File: src/rtl/cprd_pkg.sv
`timescale 1ns / 1ps

package cprd_pkg;

  localparam int RUN_MAX_DEF = 65535;
  localparam int DIM_MAX_DEF = 4095;

  // result kinds
  localparam logic [1:0] KIND_RUN = 2'd0;
  localparam logic [1:0] KIND_ROW = 2'd1;
  localparam logic [1:0] KIND_END = 2'd2;

  // character classes
  localparam logic [2:0] CLS_END    = 3'd0;
  localparam logic [2:0] CLS_DIGIT  = 3'd1;
  localparam logic [2:0] CLS_ROW    = 3'd2;
  localparam logic [2:0] CLS_PREFIX = 3'd3;
  localparam logic [2:0] CLS_RUN    = 3'd4;

  localparam logic [7:0] CH_NUL    = 8'h00;
  localparam logic [7:0] CH_BANG   = 8'h21;
  localparam logic [7:0] CH_DOLLAR = 8'h24;
  localparam logic [7:0] CH_ZERO   = 8'h30;
  localparam logic [7:0] CH_NINE   = 8'h39;
  localparam logic [7:0] CH_A      = 8'h41;
  localparam logic [7:0] CH_X      = 8'h58;
  localparam logic [7:0] CH_O      = 8'h6F;
  localparam logic [7:0] CH_P      = 8'h70;
  localparam logic [7:0] CH_Y      = 8'h79;

  localparam logic [7:0] LEVEL_FULL  = 8'd255;
  localparam logic [4:0] PREFIX_STEP = 5'd24;
  localparam int         PREFIX_BASE = 25;
  // a lettered level is prefix*24 + c - ('A' - 25)
  localparam logic [8:0] LETTER_OFS  = 9'(int'(CH_A) - PREFIX_BASE);

  typedef struct packed {
    logic [2:0] cls;
    logic [3:0] digit;
    logic [3:0] prefix;
    logic [7:0] level;         // level of a plain cell symbol
    logic [7:0] letter_level;  // level when a prefix is pending
  } cprd_class_t;

  typedef struct packed {
    logic [1:0]  item_kind;
    logic [7:0]  cell_level;
    logic [15:0] run_length;
    logic [11:0] pattern_width;
    logic [11:0] pattern_height;
    logic        size_overflow;
  } cprd_result_t;

endpackage

File: src/rtl/cprd_if.sv
`timescale 1ns / 1ps

interface cprd_in_if;
  logic       valid;
  logic       ready;
  logic [7:0] char_code;
  logic       start_pattern;

  modport source (output valid, output char_code, output start_pattern, input ready);
  modport sink (input valid, input char_code, input start_pattern, output ready);
endinterface

interface cprd_out_if;
  logic        valid;
  logic        ready;
  logic [1:0]  item_kind;
  logic [7:0]  cell_level;
  logic [15:0] run_length;
  logic [11:0] pattern_width;
  logic [11:0] pattern_height;
  logic        size_overflow;

  modport source (output valid, output item_kind, output cell_level, output run_length,
                  output pattern_width, output pattern_height, output size_overflow,
                  input ready);
  modport sink (input valid, input item_kind, input cell_level, input run_length,
                input pattern_width, input pattern_height, input size_overflow,
                output ready);
endinterface

File: src/rtl/cprd_classify.sv
`timescale 1ns / 1ps

module cprd_classify import cprd_pkg::*; (
  input  logic [7:0]  char_code,
  input  logic [3:0]  prefix_letter,
  output cprd_class_t cls
);

  logic [8:0] letter_sum;
  logic [8:0] letter_ofs;

  assign letter_sum = (9'(prefix_letter) * 9'(PREFIX_STEP)) + 9'(char_code);
  assign letter_ofs = letter_sum - LETTER_OFS;

  always_comb begin
    cls        = '0;
    cls.digit  = 4'(char_code - CH_ZERO);
    cls.prefix = 4'(char_code - CH_P);

    if (char_code == CH_NUL || char_code == CH_BANG) begin
      cls.cls = CLS_END;
    end else if (char_code >= CH_ZERO && char_code <= CH_NINE) begin
      cls.cls = CLS_DIGIT;
    end else if (char_code == CH_DOLLAR) begin
      cls.cls = CLS_ROW;
    end else if (char_code >= CH_P && char_code <= CH_Y) begin
      cls.cls = CLS_PREFIX;
    end else begin
      cls.cls = CLS_RUN;
    end

    // '.', 'b' and anything unknown stay at level 0
    if (char_code == CH_O) begin
      cls.level = LEVEL_FULL;
    end else if (char_code >= CH_A && char_code <= CH_X) begin
      cls.level = 8'(char_code - CH_A) + 8'd1;
    end

    if (letter_sum < LETTER_OFS) begin
      cls.letter_level = 8'd0;
    end else if (letter_ofs > 9'(LEVEL_FULL)) begin
      cls.letter_level = LEVEL_FULL;
    end else begin
      cls.letter_level = letter_ofs[7:0];
    end
  end

endmodule

File: src/rtl/cprd_core.sv
`timescale 1ns / 1ps

module cprd_core import cprd_pkg::*; #(
  parameter int RUN_MAX = RUN_MAX_DEF,
  parameter int DIM_MAX = DIM_MAX_DEF
) (
  input  logic         clk,
  input  logic         rst_n,
  input  logic         step,
  input  logic [7:0]   char_code,
  input  logic         start_pattern,
  output logic         res_valid,
  output cprd_result_t res,
  output logic         done
);

  localparam int RUN_W = $clog2(RUN_MAX + 1);
  localparam int DIM_W = $clog2(DIM_MAX + 1);
  localparam int SUM_W = ((RUN_W > DIM_W) ? RUN_W : DIM_W) + 1;
  localparam int MUL_W = RUN_W + 4;

  logic [RUN_W-1:0] rc_r, rc_nxt;
  logic [3:0]       pl_r, pl_nxt;
  logic             pp_r, pp_nxt;
  logic [DIM_W-1:0] rl_r, rl_nxt;
  logic [DIM_W-1:0] wr_r, wr_nxt;
  logic [DIM_W-1:0] rs_r, rs_nxt;
  logic             done_r, done_nxt;
  logic             ovf_r, ovf_nxt;

  // state as seen by this item, after an optional pattern restart
  logic [RUN_W-1:0] eff_rc;
  logic [3:0]       eff_pl;
  logic             eff_pp;
  logic [DIM_W-1:0] eff_rl;
  logic [DIM_W-1:0] eff_wr;
  logic [DIM_W-1:0] eff_rs;
  logic             eff_done;
  logic             eff_ovf;

  cprd_class_t      cls;
  logic [RUN_W-1:0] n;
  logic [MUL_W-1:0] mul;
  logic [SUM_W-1:0] row_sum;
  logic [SUM_W-1:0] rows_sum;
  logic             row_sat;
  logic             rows_sat;
  logic [DIM_W-1:0] row_new;
  logic [DIM_W-1:0] rows_new;
  logic [DIM_W-1:0] wide_new;
  logic [RUN_W+15:0] n_ext;
  logic [DIM_W+11:0] wide_ext;
  logic [DIM_W+11:0] rows_ext;

  assign eff_rc   = start_pattern ? '0 : rc_r;
  assign eff_pl   = start_pattern ? '0 : pl_r;
  assign eff_pp   = start_pattern ? 1'b0 : pp_r;
  assign eff_rl   = start_pattern ? '0 : rl_r;
  assign eff_wr   = start_pattern ? '0 : wr_r;
  assign eff_rs   = start_pattern ? DIM_W'(1) : rs_r;
  assign eff_done = start_pattern ? 1'b0 : done_r;
  assign eff_ovf  = start_pattern ? 1'b0 : ovf_r;

  cprd_classify u_classify (
    .char_code     (char_code),
    .prefix_letter (eff_pl),
    .cls           (cls)
  );

  // an absent or zero count means one
  assign n = (eff_rc == '0) ? RUN_W'(1) : eff_rc;

  assign mul = MUL_W'({eff_rc, 3'b000}) + MUL_W'({eff_rc, 1'b0}) + MUL_W'(cls.digit);

  assign row_sum  = SUM_W'(eff_rl) + SUM_W'(n);
  assign rows_sum = SUM_W'(eff_rs) + SUM_W'(n);
  assign row_sat  = row_sum > SUM_W'(DIM_MAX);
  assign rows_sat = rows_sum > SUM_W'(DIM_MAX);
  assign row_new  = row_sat ? DIM_W'(DIM_MAX) : row_sum[DIM_W-1:0];
  assign rows_new = rows_sat ? DIM_W'(DIM_MAX) : rows_sum[DIM_W-1:0];
  assign wide_new = (eff_rl > eff_wr) ? eff_rl : eff_wr;

  assign n_ext    = {16'b0, n};
  assign wide_ext = {12'b0, wide_new};
  assign rows_ext = {12'b0, eff_rs};

  always_comb begin
    rc_nxt    = eff_rc;
    pl_nxt    = eff_pl;
    pp_nxt    = eff_pp;
    rl_nxt    = eff_rl;
    wr_nxt    = eff_wr;
    rs_nxt    = eff_rs;
    done_nxt  = eff_done;
    ovf_nxt   = eff_ovf;
    res_valid = 1'b0;
    res       = '0;

    if (!eff_done) begin
      if (cls.cls == CLS_END) begin
        wr_nxt             = wide_new;
        rc_nxt             = '0;
        pp_nxt             = 1'b0;
        done_nxt           = 1'b1;
        res_valid          = 1'b1;
        res.item_kind      = KIND_END;
        res.pattern_width  = wide_ext[11:0];
        res.pattern_height = rows_ext[11:0];
      end else if (eff_pp || cls.cls == CLS_RUN) begin
        // a pending prefix takes any character but an end mark, digits too, as its letter
        pp_nxt         = 1'b0;
        rc_nxt         = '0;
        rl_nxt         = row_new;
        ovf_nxt        = eff_ovf | row_sat;
        res_valid      = 1'b1;
        res.item_kind  = KIND_RUN;
        res.cell_level = eff_pp ? cls.letter_level : cls.level;
        res.run_length = n_ext[15:0];
      end else if (cls.cls == CLS_DIGIT) begin
        if (mul > MUL_W'(RUN_MAX)) begin
          rc_nxt  = RUN_W'(RUN_MAX);
          ovf_nxt = 1'b1;
        end else begin
          rc_nxt = mul[RUN_W-1:0];
        end
      end else if (cls.cls == CLS_ROW) begin
        rc_nxt         = '0;
        wr_nxt         = wide_new;
        rl_nxt         = '0;
        rs_nxt         = rows_new;
        ovf_nxt        = eff_ovf | rows_sat;
        res_valid      = 1'b1;
        res.item_kind  = KIND_ROW;
        res.run_length = n_ext[15:0];
      end else begin
        pl_nxt = cls.prefix;
        pp_nxt = 1'b1;
      end
    end
    res.size_overflow = ovf_nxt;
  end

  always_ff @(posedge clk) begin
    if (!rst_n) begin
      rc_r   <= '0;
      pl_r   <= '0;
      pp_r   <= 1'b0;
      rl_r   <= '0;
      wr_r   <= '0;
      rs_r   <= DIM_W'(1);
      done_r <= 1'b0;
      ovf_r  <= 1'b0;
    end else if (step) begin
      rc_r   <= rc_nxt;
      pl_r   <= pl_nxt;
      pp_r   <= pp_nxt;
      rl_r   <= rl_nxt;
      wr_r   <= wr_nxt;
      rs_r   <= rs_nxt;
      done_r <= done_nxt;
      ovf_r  <= ovf_nxt;
    end
  end

  assign done = done_r;

endmodule

File: src/rtl/cell_pattern_rle_decoder.sv
`timescale 1ns / 1ps
// Run-length pattern decoder for multistate cell patterns.
// in_ch carries one pattern character per item (char_code) plus start_pattern,
// which restarts the parser before that character is taken. out_ch carries
// cell runs, row ends and the pattern end with the widest row and row count.
// Digits and prefix letters update the parser and give no item.
// Both channels use valid/ready; an item moves when both are high.
// An accepted character lands in an input register, is decoded combinationally
// against the parser state and its item goes to the output register, from which
// out_ch takes it; a stalled output holds the character in the input register.
// One character per cycle is taken while out_ch keeps up; the parser state
// loop (count, row length, row count) is updated by each decoded character.
// When the receiver stalls, the held item stays on out_ch and the input
// register keeps the next character; in_ch.ready drops until out_ch moves.
// After '!' or NUL, characters are swallowed until start_pattern is set.
// Synchronous reset empties both registers and puts the parser at the start
// of a pattern with one row counted.
module cell_pattern_rle_decoder import cprd_pkg::*; #(
  parameter int RUN_MAX = RUN_MAX_DEF,
  parameter int DIM_MAX = DIM_MAX_DEF
) (
  input logic        clk,
  input logic        rst_n,
  cprd_in_if.sink    in_ch,
  cprd_out_if.source out_ch
);

  logic         s1_valid_r, s1_valid_nxt;
  logic [7:0]   s1_char_r;
  logic         s1_start_r;
  logic         out_valid_r, out_valid_nxt;
  cprd_result_t out_r;
  logic         out_free;
  logic         step;
  logic         in_fire;
  logic         res_valid;
  cprd_result_t res;
  logic         done;

  assign out_free    = !out_valid_r || out_ch.ready;
  assign step        = s1_valid_r && out_free;
  assign in_ch.ready = !s1_valid_r || out_free;
  assign in_fire     = in_ch.valid && in_ch.ready;

  cprd_core #(
    .RUN_MAX (RUN_MAX),
    .DIM_MAX (DIM_MAX)
  ) u_core (
    .clk           (clk),
    .rst_n         (rst_n),
    .step          (step),
    .char_code     (s1_char_r),
    .start_pattern (s1_start_r),
    .res_valid     (res_valid),
    .res           (res),
    .done          (done)
  );

  always_comb begin
    s1_valid_nxt = s1_valid_r;
    if (in_fire) begin
      s1_valid_nxt = 1'b1;
    end else if (step) begin
      s1_valid_nxt = 1'b0;
    end

    out_valid_nxt = out_valid_r;
    if (step && res_valid) begin
      out_valid_nxt = 1'b1;
    end else if (out_ch.ready) begin
      out_valid_nxt = 1'b0;
    end
  end

  always_ff @(posedge clk) begin
    if (!rst_n) begin
      s1_valid_r  <= 1'b0;
      out_valid_r <= 1'b0;
    end else begin
      s1_valid_r  <= s1_valid_nxt;
      out_valid_r <= out_valid_nxt;
    end
  end

  always_ff @(posedge clk) begin
    if (in_fire) begin
      s1_char_r  <= in_ch.char_code;
      s1_start_r <= in_ch.start_pattern;
    end
    if (step && res_valid) begin
      out_r <= res;
    end
  end

  assign out_ch.valid          = out_valid_r;
  assign out_ch.item_kind      = out_r.item_kind;
  assign out_ch.cell_level     = out_r.cell_level;
  assign out_ch.run_length     = out_r.run_length;
  assign out_ch.pattern_width  = out_r.pattern_width;
  assign out_ch.pattern_height = out_r.pattern_height;
  assign out_ch.size_overflow  = out_r.size_overflow;

  // input side only waits on a full output register that is not being drained
  a_ready_stall: assert property (@(posedge clk) disable iff (!rst_n)
    !in_ch.ready |-> (s1_valid_r && out_valid_r && !out_ch.ready))
    else $error("input stalled without a blocked output");

  // pattern end leaves the parser closed
  a_end_closes: assert property (@(posedge clk) disable iff (!rst_n)
    (step && res_valid && res.item_kind == KIND_END) |=> done)
    else $error("parser not closed after pattern end");

  // pattern end and row end carry no cell level
  a_end_fields: assert property (@(posedge clk) disable iff (!rst_n)
    (out_ch.valid && (out_ch.item_kind == KIND_END || out_ch.item_kind == KIND_ROW))
      |-> (out_ch.cell_level == 8'd0))
    else $error("level set on row end or pattern end");

  // a closed parser turns a character without restart into no item
  a_done_quiet: assert property (@(posedge clk) disable iff (!rst_n)
    (step && done && !s1_start_r) |-> !res_valid)
    else $error("item produced after pattern end");

endmodule

File: src/flat_wrapper.sv
// flat-port wrapper written by rule: the top's interface ports become plain ports
module cell_pattern_rle_decoder_flat import cprd_pkg::*;
#(
  parameter int RUN_MAX = RUN_MAX_DEF,
  parameter int DIM_MAX = DIM_MAX_DEF
)
  (clk, rst_n, in_ch_valid, in_ch_char_code, in_ch_start_pattern, in_ch_ready, out_ch_valid, out_ch_item_kind, out_ch_cell_level, out_ch_run_length, out_ch_pattern_width, out_ch_pattern_height, out_ch_size_overflow, out_ch_ready);
  cprd_in_if in_ch_i ();
  cprd_out_if out_ch_i ();
  input logic clk;
  input logic rst_n;
  input wire logic [$bits(in_ch_i.valid)-1:0] in_ch_valid;
  input wire logic [$bits(in_ch_i.char_code)-1:0] in_ch_char_code;
  input wire logic [$bits(in_ch_i.start_pattern)-1:0] in_ch_start_pattern;
  output wire logic [$bits(in_ch_i.ready)-1:0] in_ch_ready;
  output wire logic [$bits(out_ch_i.valid)-1:0] out_ch_valid;
  output wire logic [$bits(out_ch_i.item_kind)-1:0] out_ch_item_kind;
  output wire logic [$bits(out_ch_i.cell_level)-1:0] out_ch_cell_level;
  output wire logic [$bits(out_ch_i.run_length)-1:0] out_ch_run_length;
  output wire logic [$bits(out_ch_i.pattern_width)-1:0] out_ch_pattern_width;
  output wire logic [$bits(out_ch_i.pattern_height)-1:0] out_ch_pattern_height;
  output wire logic [$bits(out_ch_i.size_overflow)-1:0] out_ch_size_overflow;
  input wire logic [$bits(out_ch_i.ready)-1:0] out_ch_ready;
  assign in_ch_i.valid = in_ch_valid;
  assign in_ch_i.char_code = in_ch_char_code;
  assign in_ch_i.start_pattern = in_ch_start_pattern;
  assign in_ch_ready = in_ch_i.ready;
  assign out_ch_valid = out_ch_i.valid;
  assign out_ch_item_kind = out_ch_i.item_kind;
  assign out_ch_cell_level = out_ch_i.cell_level;
  assign out_ch_run_length = out_ch_i.run_length;
  assign out_ch_pattern_width = out_ch_i.pattern_width;
  assign out_ch_pattern_height = out_ch_i.pattern_height;
  assign out_ch_size_overflow = out_ch_i.size_overflow;
  assign out_ch_i.ready = out_ch_ready;
  cell_pattern_rle_decoder #(.RUN_MAX(RUN_MAX), .DIM_MAX(DIM_MAX)) u_core (.clk(clk), .rst_n(rst_n), .in_ch(in_ch_i), .out_ch(out_ch_i));
endmodule
File: config.mk
export PLATFORM = sky130hd
export DESIGN_NAME = cell_pattern_rle_decoder_flat
export DESIGN_NICKNAME = d
export VERILOG_FILES = /design/src/rtl/cprd_pkg.sv /design/src/rtl/cprd_if.sv /design/src/rtl/cprd_classify.sv /design/src/rtl/cprd_core.sv /design/src/rtl/cell_pattern_rle_decoder.sv /design/src/flat_wrapper.sv
export SDC_FILE = /design/constraint.sdc
export NUM_CORES = 1
export LEC_CHECK = 0
export BUFFER_PORTS_ARGS = -buffer_cell sky130_fd_sc_hd__buf_2
export CAP_MARGIN = 20
export CELL_PAD_IN_SITES_DETAIL_PLACEMENT = 1
export CELL_PAD_IN_SITES_GLOBAL_PLACEMENT = 2
export CORE_UTILIZATION = 39
export CTS_BUF_LIST = sky130_fd_sc_hd__clkbuf_2
export DETAILED_ROUTE_END_ITERATION = 10
export PLACE_DENSITY = 0.85
export SLEW_MARGIN = 20
export SYNTH_ARGS = -nofsm -noshare
export SYNTH_HDL_FRONTEND = slang
export SYNTH_SLANG_ARGS = --single-unit
export TNS_END_PERCENT = 5
File: constraint.sdc
create_clock -name clk -period 5.6 [get_ports clk]
set_clock_uncertainty 0.15 [all_clocks]
set_input_delay 0.84 -clock clk [delete_from_list [all_inputs] [get_ports clk]]
set_output_delay 0.84 -clock clk [all_outputs]
set_load 0.02 [all_outputs]
Word-level counts from Yosys, hierarchy flattened
Cells that the tools add are included.

Add/sub/neg operators: 10. Multiply operators: 1. Magnitude comparators: 12. Eq/ne operators: 6. Muxes and demuxes: 76. Bitwise gates (word level): 4. Reductions and logical operators: 21.

Operators with widths (count): 12-bit two-way mux (21); 16-bit two-way mux (11); 8-bit two-way mux (5); 12-bit by 16-bit adder with 17-bit output (2); 17-bit by 12-bit greater-than comparator with 1-bit output, second input constant (2); 1-bit two-way mux (28); 4-bit two-way mux (6); 19-bit by 17-bit adder with 20-bit output (1); 20-bit by 4-bit adder with 20-bit output (1); 20-bit by 16-bit greater-than comparator with 1-bit output, second input constant (1); 8-bit by 6-bit equality test with 1-bit output, second input constant (2); 8-bit by 7-bit >= comparator with 1-bit output, second input constant (2); 8-bit by 7-bit less-or-equal comparator with 1-bit output, second input constant (2); 16-bit logical NOT (1); 12-bit greater-than comparator (1); 3-bit two-way mux (4); 9-bit by 8-bit adder with 9-bit output (1); 9-bit by 8-bit greater-than comparator with 1-bit output, second input constant (1); 9-bit by 6-bit less-than comparator with 1-bit output, second input constant (1); 9-bit by 6-bit subtractor with 9-bit output, second input constant (1); 8-bit by 1-bit adder with 8-bit output, second input constant (1); 8-bit by 7-bit equality test with 1-bit output, second input constant (1); 8-bit by 6-bit >= comparator with 1-bit output, second input constant (1); 8-bit by 6-bit less-or-equal comparator with 1-bit output, second input constant (1); other kinds (18) (32).

Flip-flop bits (word level): 121. Input bits: 13. Output and inout bits: 53. Logic and storage cells: 149.

Depth between registers and ports, before layout
Word-level depth: 14. Depth in mapped cells: 20. Mapped depth without buffers: 17.

Modules after synthesis
A second synthesis with hierarchy kept.

Cell total of the unflattened synthesis: 997. Area total of the unflattened synthesis: 8833.5 sq um.

Modules (own cells, without submodules): cprd_core (instances 1, cells each 801, area an instance 6007.0 sq um, seq. area each 1181.1 sq um); cell_pattern_rle_decoder (instances 1, cells each 73, area an instance 1914.3 sq um, seq. area each 1841.8 sq um); cprd_classify (instances 1, cells each 123, area an instance 912.1 sq um, seq. area each 0.0 sq um).

Least setup slack after synthesis
OpenSTA, ideal clock, no wires.

Path type: register -> register. Start: register u_core.s1_start_r. End: register u_core.out_r, in the netlist u_core.out_ch.size_overflow (data pin). Setup time: 0.257 ns. Arrival time: 4.393 ns. Required time: 5.193 ns. Setup slack: 0.800 ns. Cell stages (with the launch flop): 18. Buffers on the path: 3. Period minus slack after synthesis: 4.800 ns. Cells stage by stage: edfxtp_1 inv_1 clkbuf_1 buf_1 clkbuf_1 nand2_1 inv_1 fa_1 ha_1 a211oi_1 o21ai_1 a221oi_4 nor3b_1 or4b_1 a21oi_2 nor2_1 a211o_1 a32o_1.

Cells in the longest elaborated chain, start to end: 11. Elaborated cells on any way between the ends: 24. Those cells by class: add/sub (4); order compare (3); mux (13); bitwise (2); reduce/logical (2).

RTL lines: start: declaration (RTL line cell_pattern_rle_decoder.sv:30) `logic s1_start_r;`; start signal: assignment (RTL line cell_pattern_rle_decoder.sv:88) `s1_start_r <= in_ch.start_pattern;`; branches (longest 10 deep; another with 19-bit by 17-bit adder with 20-bit output); 1-bit two-way mux (*) (RTL line cprd_core.sv:99) `if (!eff_done) begin`; named net u_core.u_core.ovf_nxt (RTL line cprd_core.sv:29) `logic ovf_r, ovf_nxt;`; end signal: assignment (RTL line cell_pattern_rle_decoder.sv:91) `out_r <= res;`; end: declaration (RTL line cell_pattern_rle_decoder.sv:32) `cprd_result_t out_r;`.

Mark *: on every way through the listed nets, which the timed path passes. A chain may end at the register's enable or synchronous reset.

Worst setup path in the final report
Start: register u_core.s1_start_r. End: register u_core.u_core.rc_r[6].

Cells in the longest elaborated chain, start to end: 9. Elaborated cells on any way between the ends: 13. Those cells by class: add/sub (2); order compare (1); mux (9); reduce/logical (1).

RTL lines: 16-bit two-way mux (RTL line cprd_core.sv:55) `assign eff_rc = start_pattern ? '0 : rc_r;`; 19-bit by 17-bit adder with 20-bit output (RTL line cprd_core.sv:73) `assign mul = MUL_W'({eff_rc, 3'b000}) + MUL_W'({eff_rc, 1'b0}) + MUL_W'(cls.digit);`; 20-bit by 4-bit adder with 20-bit output (RTL line cprd_core.sv:73); 20-bit by 16-bit greater-than comparator with 1-bit output (RTL line cprd_core.sv:120) `if (mul > MUL_W'(RUN_MAX)) begin`; 16-bit two-way mux (RTL line cprd_core.sv:120); 16-bit two-way mux (RTL line cprd_core.sv:119) `end else if (cls.cls == CLS_DIGIT) begin`; 16-bit two-way mux (RTL line cprd_core.sv:109) `end else if (eff_pp || cls.cls == CLS_RUN) begin`; 16-bit two-way mux (RTL line cprd_core.sv:100) `if (cls.cls == CLS_END) begin`; 16-bit two-way mux (*) (RTL line cprd_core.sv:99); end signal: assignment (RTL line cprd_core.sv:154) `rc_r <= rc_nxt;`; end: declaration (RTL line cprd_core.sv:22) `logic [RUN_W-1:0] rc_r, rc_nxt;`.

Every way passes the cells marked *; elsewhere a longest branch is shown, timed or not.

==> results.json <==
{
  "post_cts_resize_count": 0,
  "cts_root_buf": "clkbuf_2",
  "ys.flop_type": "dfxtp_1",
  "syn_nets": 1112,
  "ys_types": 75,
  "critPathSlowestCell": "or4b_1",
  "die-area_sq_mm": 0.0233,
  "drv_slew": 0,
  "post-route-min-period_ps": 5060,
  "cpPeakStageDelay_ps": 540,
  "grt_first_pass_wirelength_mm": 44.0,
  "wl_mm": 27.4,
  "die_height_microns": 153,
  "cts_tree": "yes",
  "postCtsSetupBuffers": 0,
  "core-area_sq_mm": 0.0220,
  "antenna_found_initial": 1,
  "fin_tns_setup_ps": 0,
  "crit_path_cell_trace": "inv_1, nand2_1, inv_1, ha_1, ha_1, a2111oi_2, o21ai_1, a221oi_4, nor3b_1, or4b_1, a21oi_2, nand3_2, o211ai_1, a21boi_1",
  "hold_path_class": "in -> reg",
  "boundaryPins": 66,
  "ctsHoldBuffers": 0,
  "criticalPathCategory": "reg -> reg",
  "finalNetCount": 1157,
  "multi_input_area_sq_mm": 0.00542,
  "fin_ws_ps": 544,
  "p_sw_mw": 0.516,
  "ys_warn_count": 0,
  "avgSynthCellArea_sq_um": 8.66,
  "final_cell_mix": "121 x nand2_1, 74 x ha_1, 71 x nor2_1",
  "internal-power_mw": 1.20,
  "rows": 54,
  "finalWeightedCongestion": 0.854,
  "grt_max_degree": 56,
  "dp_hpwl_mm": 20.4,
  "ys_seq_elements": 121,
  "worstSkewPairLatency_ps": 760,
  "status": "complete, but fails checks",
  "hold_violations": 0,
  "n_fill_cell": 2669,
  "timing.fmax_mhz": 198,
  "track_usage": 0.242,
  "critPathRequiredTime_ps": 6080,
  "ir_drop_mv": 0.116,
  "clkTransAtPathRegs_ps": 180,
  "io_buffers": 65,
  "initial_core_util": 0.401,
  "failed_checks": "DRC",
  "grt_pass1_vias": 8091,
  "clock_sinks": 121,
  "power_mw": 1.72,
  "finalCritPeriodShare": 0.903,
  "worstMarginPinSlew_ps": 1070,
  "worst_r2r_startpoint": "u_core.s1_start_r",
  "cap_viol_max_count": 0,
  "seq_power_share": 0.563,
  "grt-ovfl-total": 0,
  "path_buf_inv": 2,
  "synth_area_sq_mm": 0.00884,
  "area_growth_syn_to_layout_pct": 8.97,
  "vias": 7806,
  "holdWs_ps": 134,
  "drive_above_1_share": 0.133,
  "drt_iter0_drc": 490,
  "cp_data_arrival_time_ps": 5540,
  "leakagePower_nw": 4.21,
  "crit_family": "compound AO/OA/AOI/OAI gates",
  "synthArstFlopShare": 0,
  "worstHoldStart": "in_ch_char_code[7]",
  "cp-start-kind": "register",
  "cts_buffer_depth": 2,
  "syn_inst": 1021,
  "critPathLaunch": "u_core.s1_start_r",
  "seq_area_frac_synth": 0.342,
  "antenna_left": 0,
  "synth_enable_flop_cells": 60,
  "setup_violations": 0,
  "p_comb_frac": 0.103,
  "drc_errors": 7,
  "critPathCaptureType": "register",
  "p_sw_frac": 0.300,
  "seqCellArea_sq_mm": 0.00302,
  "viasPerCell": 5.74,
  "first_pass_iters": 11,
  "clkPwrFrac": 0.334,
  "post-place-ws_ps": 628,
  "wire_per_inst_microns": 20.1,
  "power_density_mw_per_mm2": 178,
  "rsz0062_at_grt": "false",
  "die_w_microns": 153,
  "cts_max_level": 4,
  "numCtsBuffers": 17,
  "final_common_cell": "nand2_1",
  "path_max_fanout": 20,
  "relSlewSlack": 0.284
}
[cell type report]
class,instances,share of cell area
antenna,1,0.000260
clock buffer,18,0.00935
clock inverter,14,0.0138
inverter,58,0.0226
multi-input combinational,793,0.562
sequential,121,0.314
tap,280,0.0364
timing repair buffer,75,0.0416
[worst reg2reg max path, stage by stage, from the launching register on]
cell and delay, ps:
edfxtp_1 420, inv_1 510, nand2_1 290, inv_1 180, ha_1 250, ha_1 410
a2111oi_2 420, o21ai_1 190, a221oi_4 370, nor3b_1 100, or4b_1 540, a21oi_2 220
nand3_2 460, o211ai_1 360, a21boi_1 110
[sequential cells by signal, summed over array words and instances (netlist names), 2 cells and up]
signal                        cells
u_core.out_ch.cell_level          8
u_core.out_ch.item_kind           2
u_core.out_ch.pattern_height     12
u_core.out_ch.pattern_width      12
u_core.out_ch.run_length         16
u_core.s1_char_r                  8
u_core.u_core.pl_r                4
u_core.u_core.rc_r               16
u_core.u_core.rl_r               12
u_core.u_core.rs_r               12
u_core.u_core.wr_r               12
[path summary, 6_finish.rpt]
path / end / slack, ps / cells after the start
max reg2reg: u_core.u_core.rc_r[6] / 540 / 14
max: u_core.u_core.rc_r[6] / 540 / 14
min: u_core.s1_char_r[7] / 130 / 1
min reg2reg: u_core.u_core.rc_r[5] / 330 / 2
[per-layer routing]
layer  vias up  wire length [microns]  part of all wire  GRT usage
met1      3829                  12700              0.46      0.317
met2       155                  13200              0.48      0.413
met3        30                    959             0.035     0.0321
met4         0                    516             0.019     0.0717
met5         -                      0                 0          0
li1       3792                      -                 -          -
[through the flow]
step	utilization	cell area [sq um]	cells
2_1_floorplan	-	8840	1021
3_3_place_gp	0.427	9410	1327
3_5_place_dp	0.427	9410	1327
4_1_cts	0.437	9630	1359
5_1_grt	0.437	9630	1360
6_report	0.437	9630	1360
[power groups by stage]
stage	registers [mW]	clock network (mW)	logic [mW]
2_1_floorplan	1.00	0	0.0979
3_5_place_dp	0.986	0	0.177
4_1_cts	0.967	0.584	0.177
5_1_grt	0.970	0.624	0.191
6_report	0.967	0.574	0.176
3_3_place_gp	0.985	0	0.174
[Yosys cell counts, types with 16 or more instances]
cell | n | area [sq um]
nand2_1 | 121 | 454
ha_1 | 74 | 926
nor2_1 | 72 | 270
o21ai_0 | 70 | 350
a21oi_1 | 61 | 305
dfxtp_1 | 61 | 1220
edfxtp_1 | 60 | 1800
inv_1 | 58 | 218
nor2b_1 | 46 | 288
clkbuf_1 | 43 | 161
xnor2_1 | 37 | 324
and2_1 | 22 | 138
o211ai_1 | 18 | 135
a21boi_1 | 16 | 120
a21o_1 | 16 | 120
nor3_1 | 16 | 80.1
[cells by family (layout without fill, tap and decap cells)]
group,after synthesis,count (layout),share of synthesized area
DFF,121,121,0.342
other,0,1,0
muxes,7,7,0.00821
AOI/OAI and AO/OA,300,300,0.237
xor gates and xnor gates,46,46,0.0456
adders and majority gates,84,84,0.121
and+or+nand+nor,356,356,0.199
buffers and inverters,107,165,0.0474
Note: power is estimated with default switching activity, not from simulation.
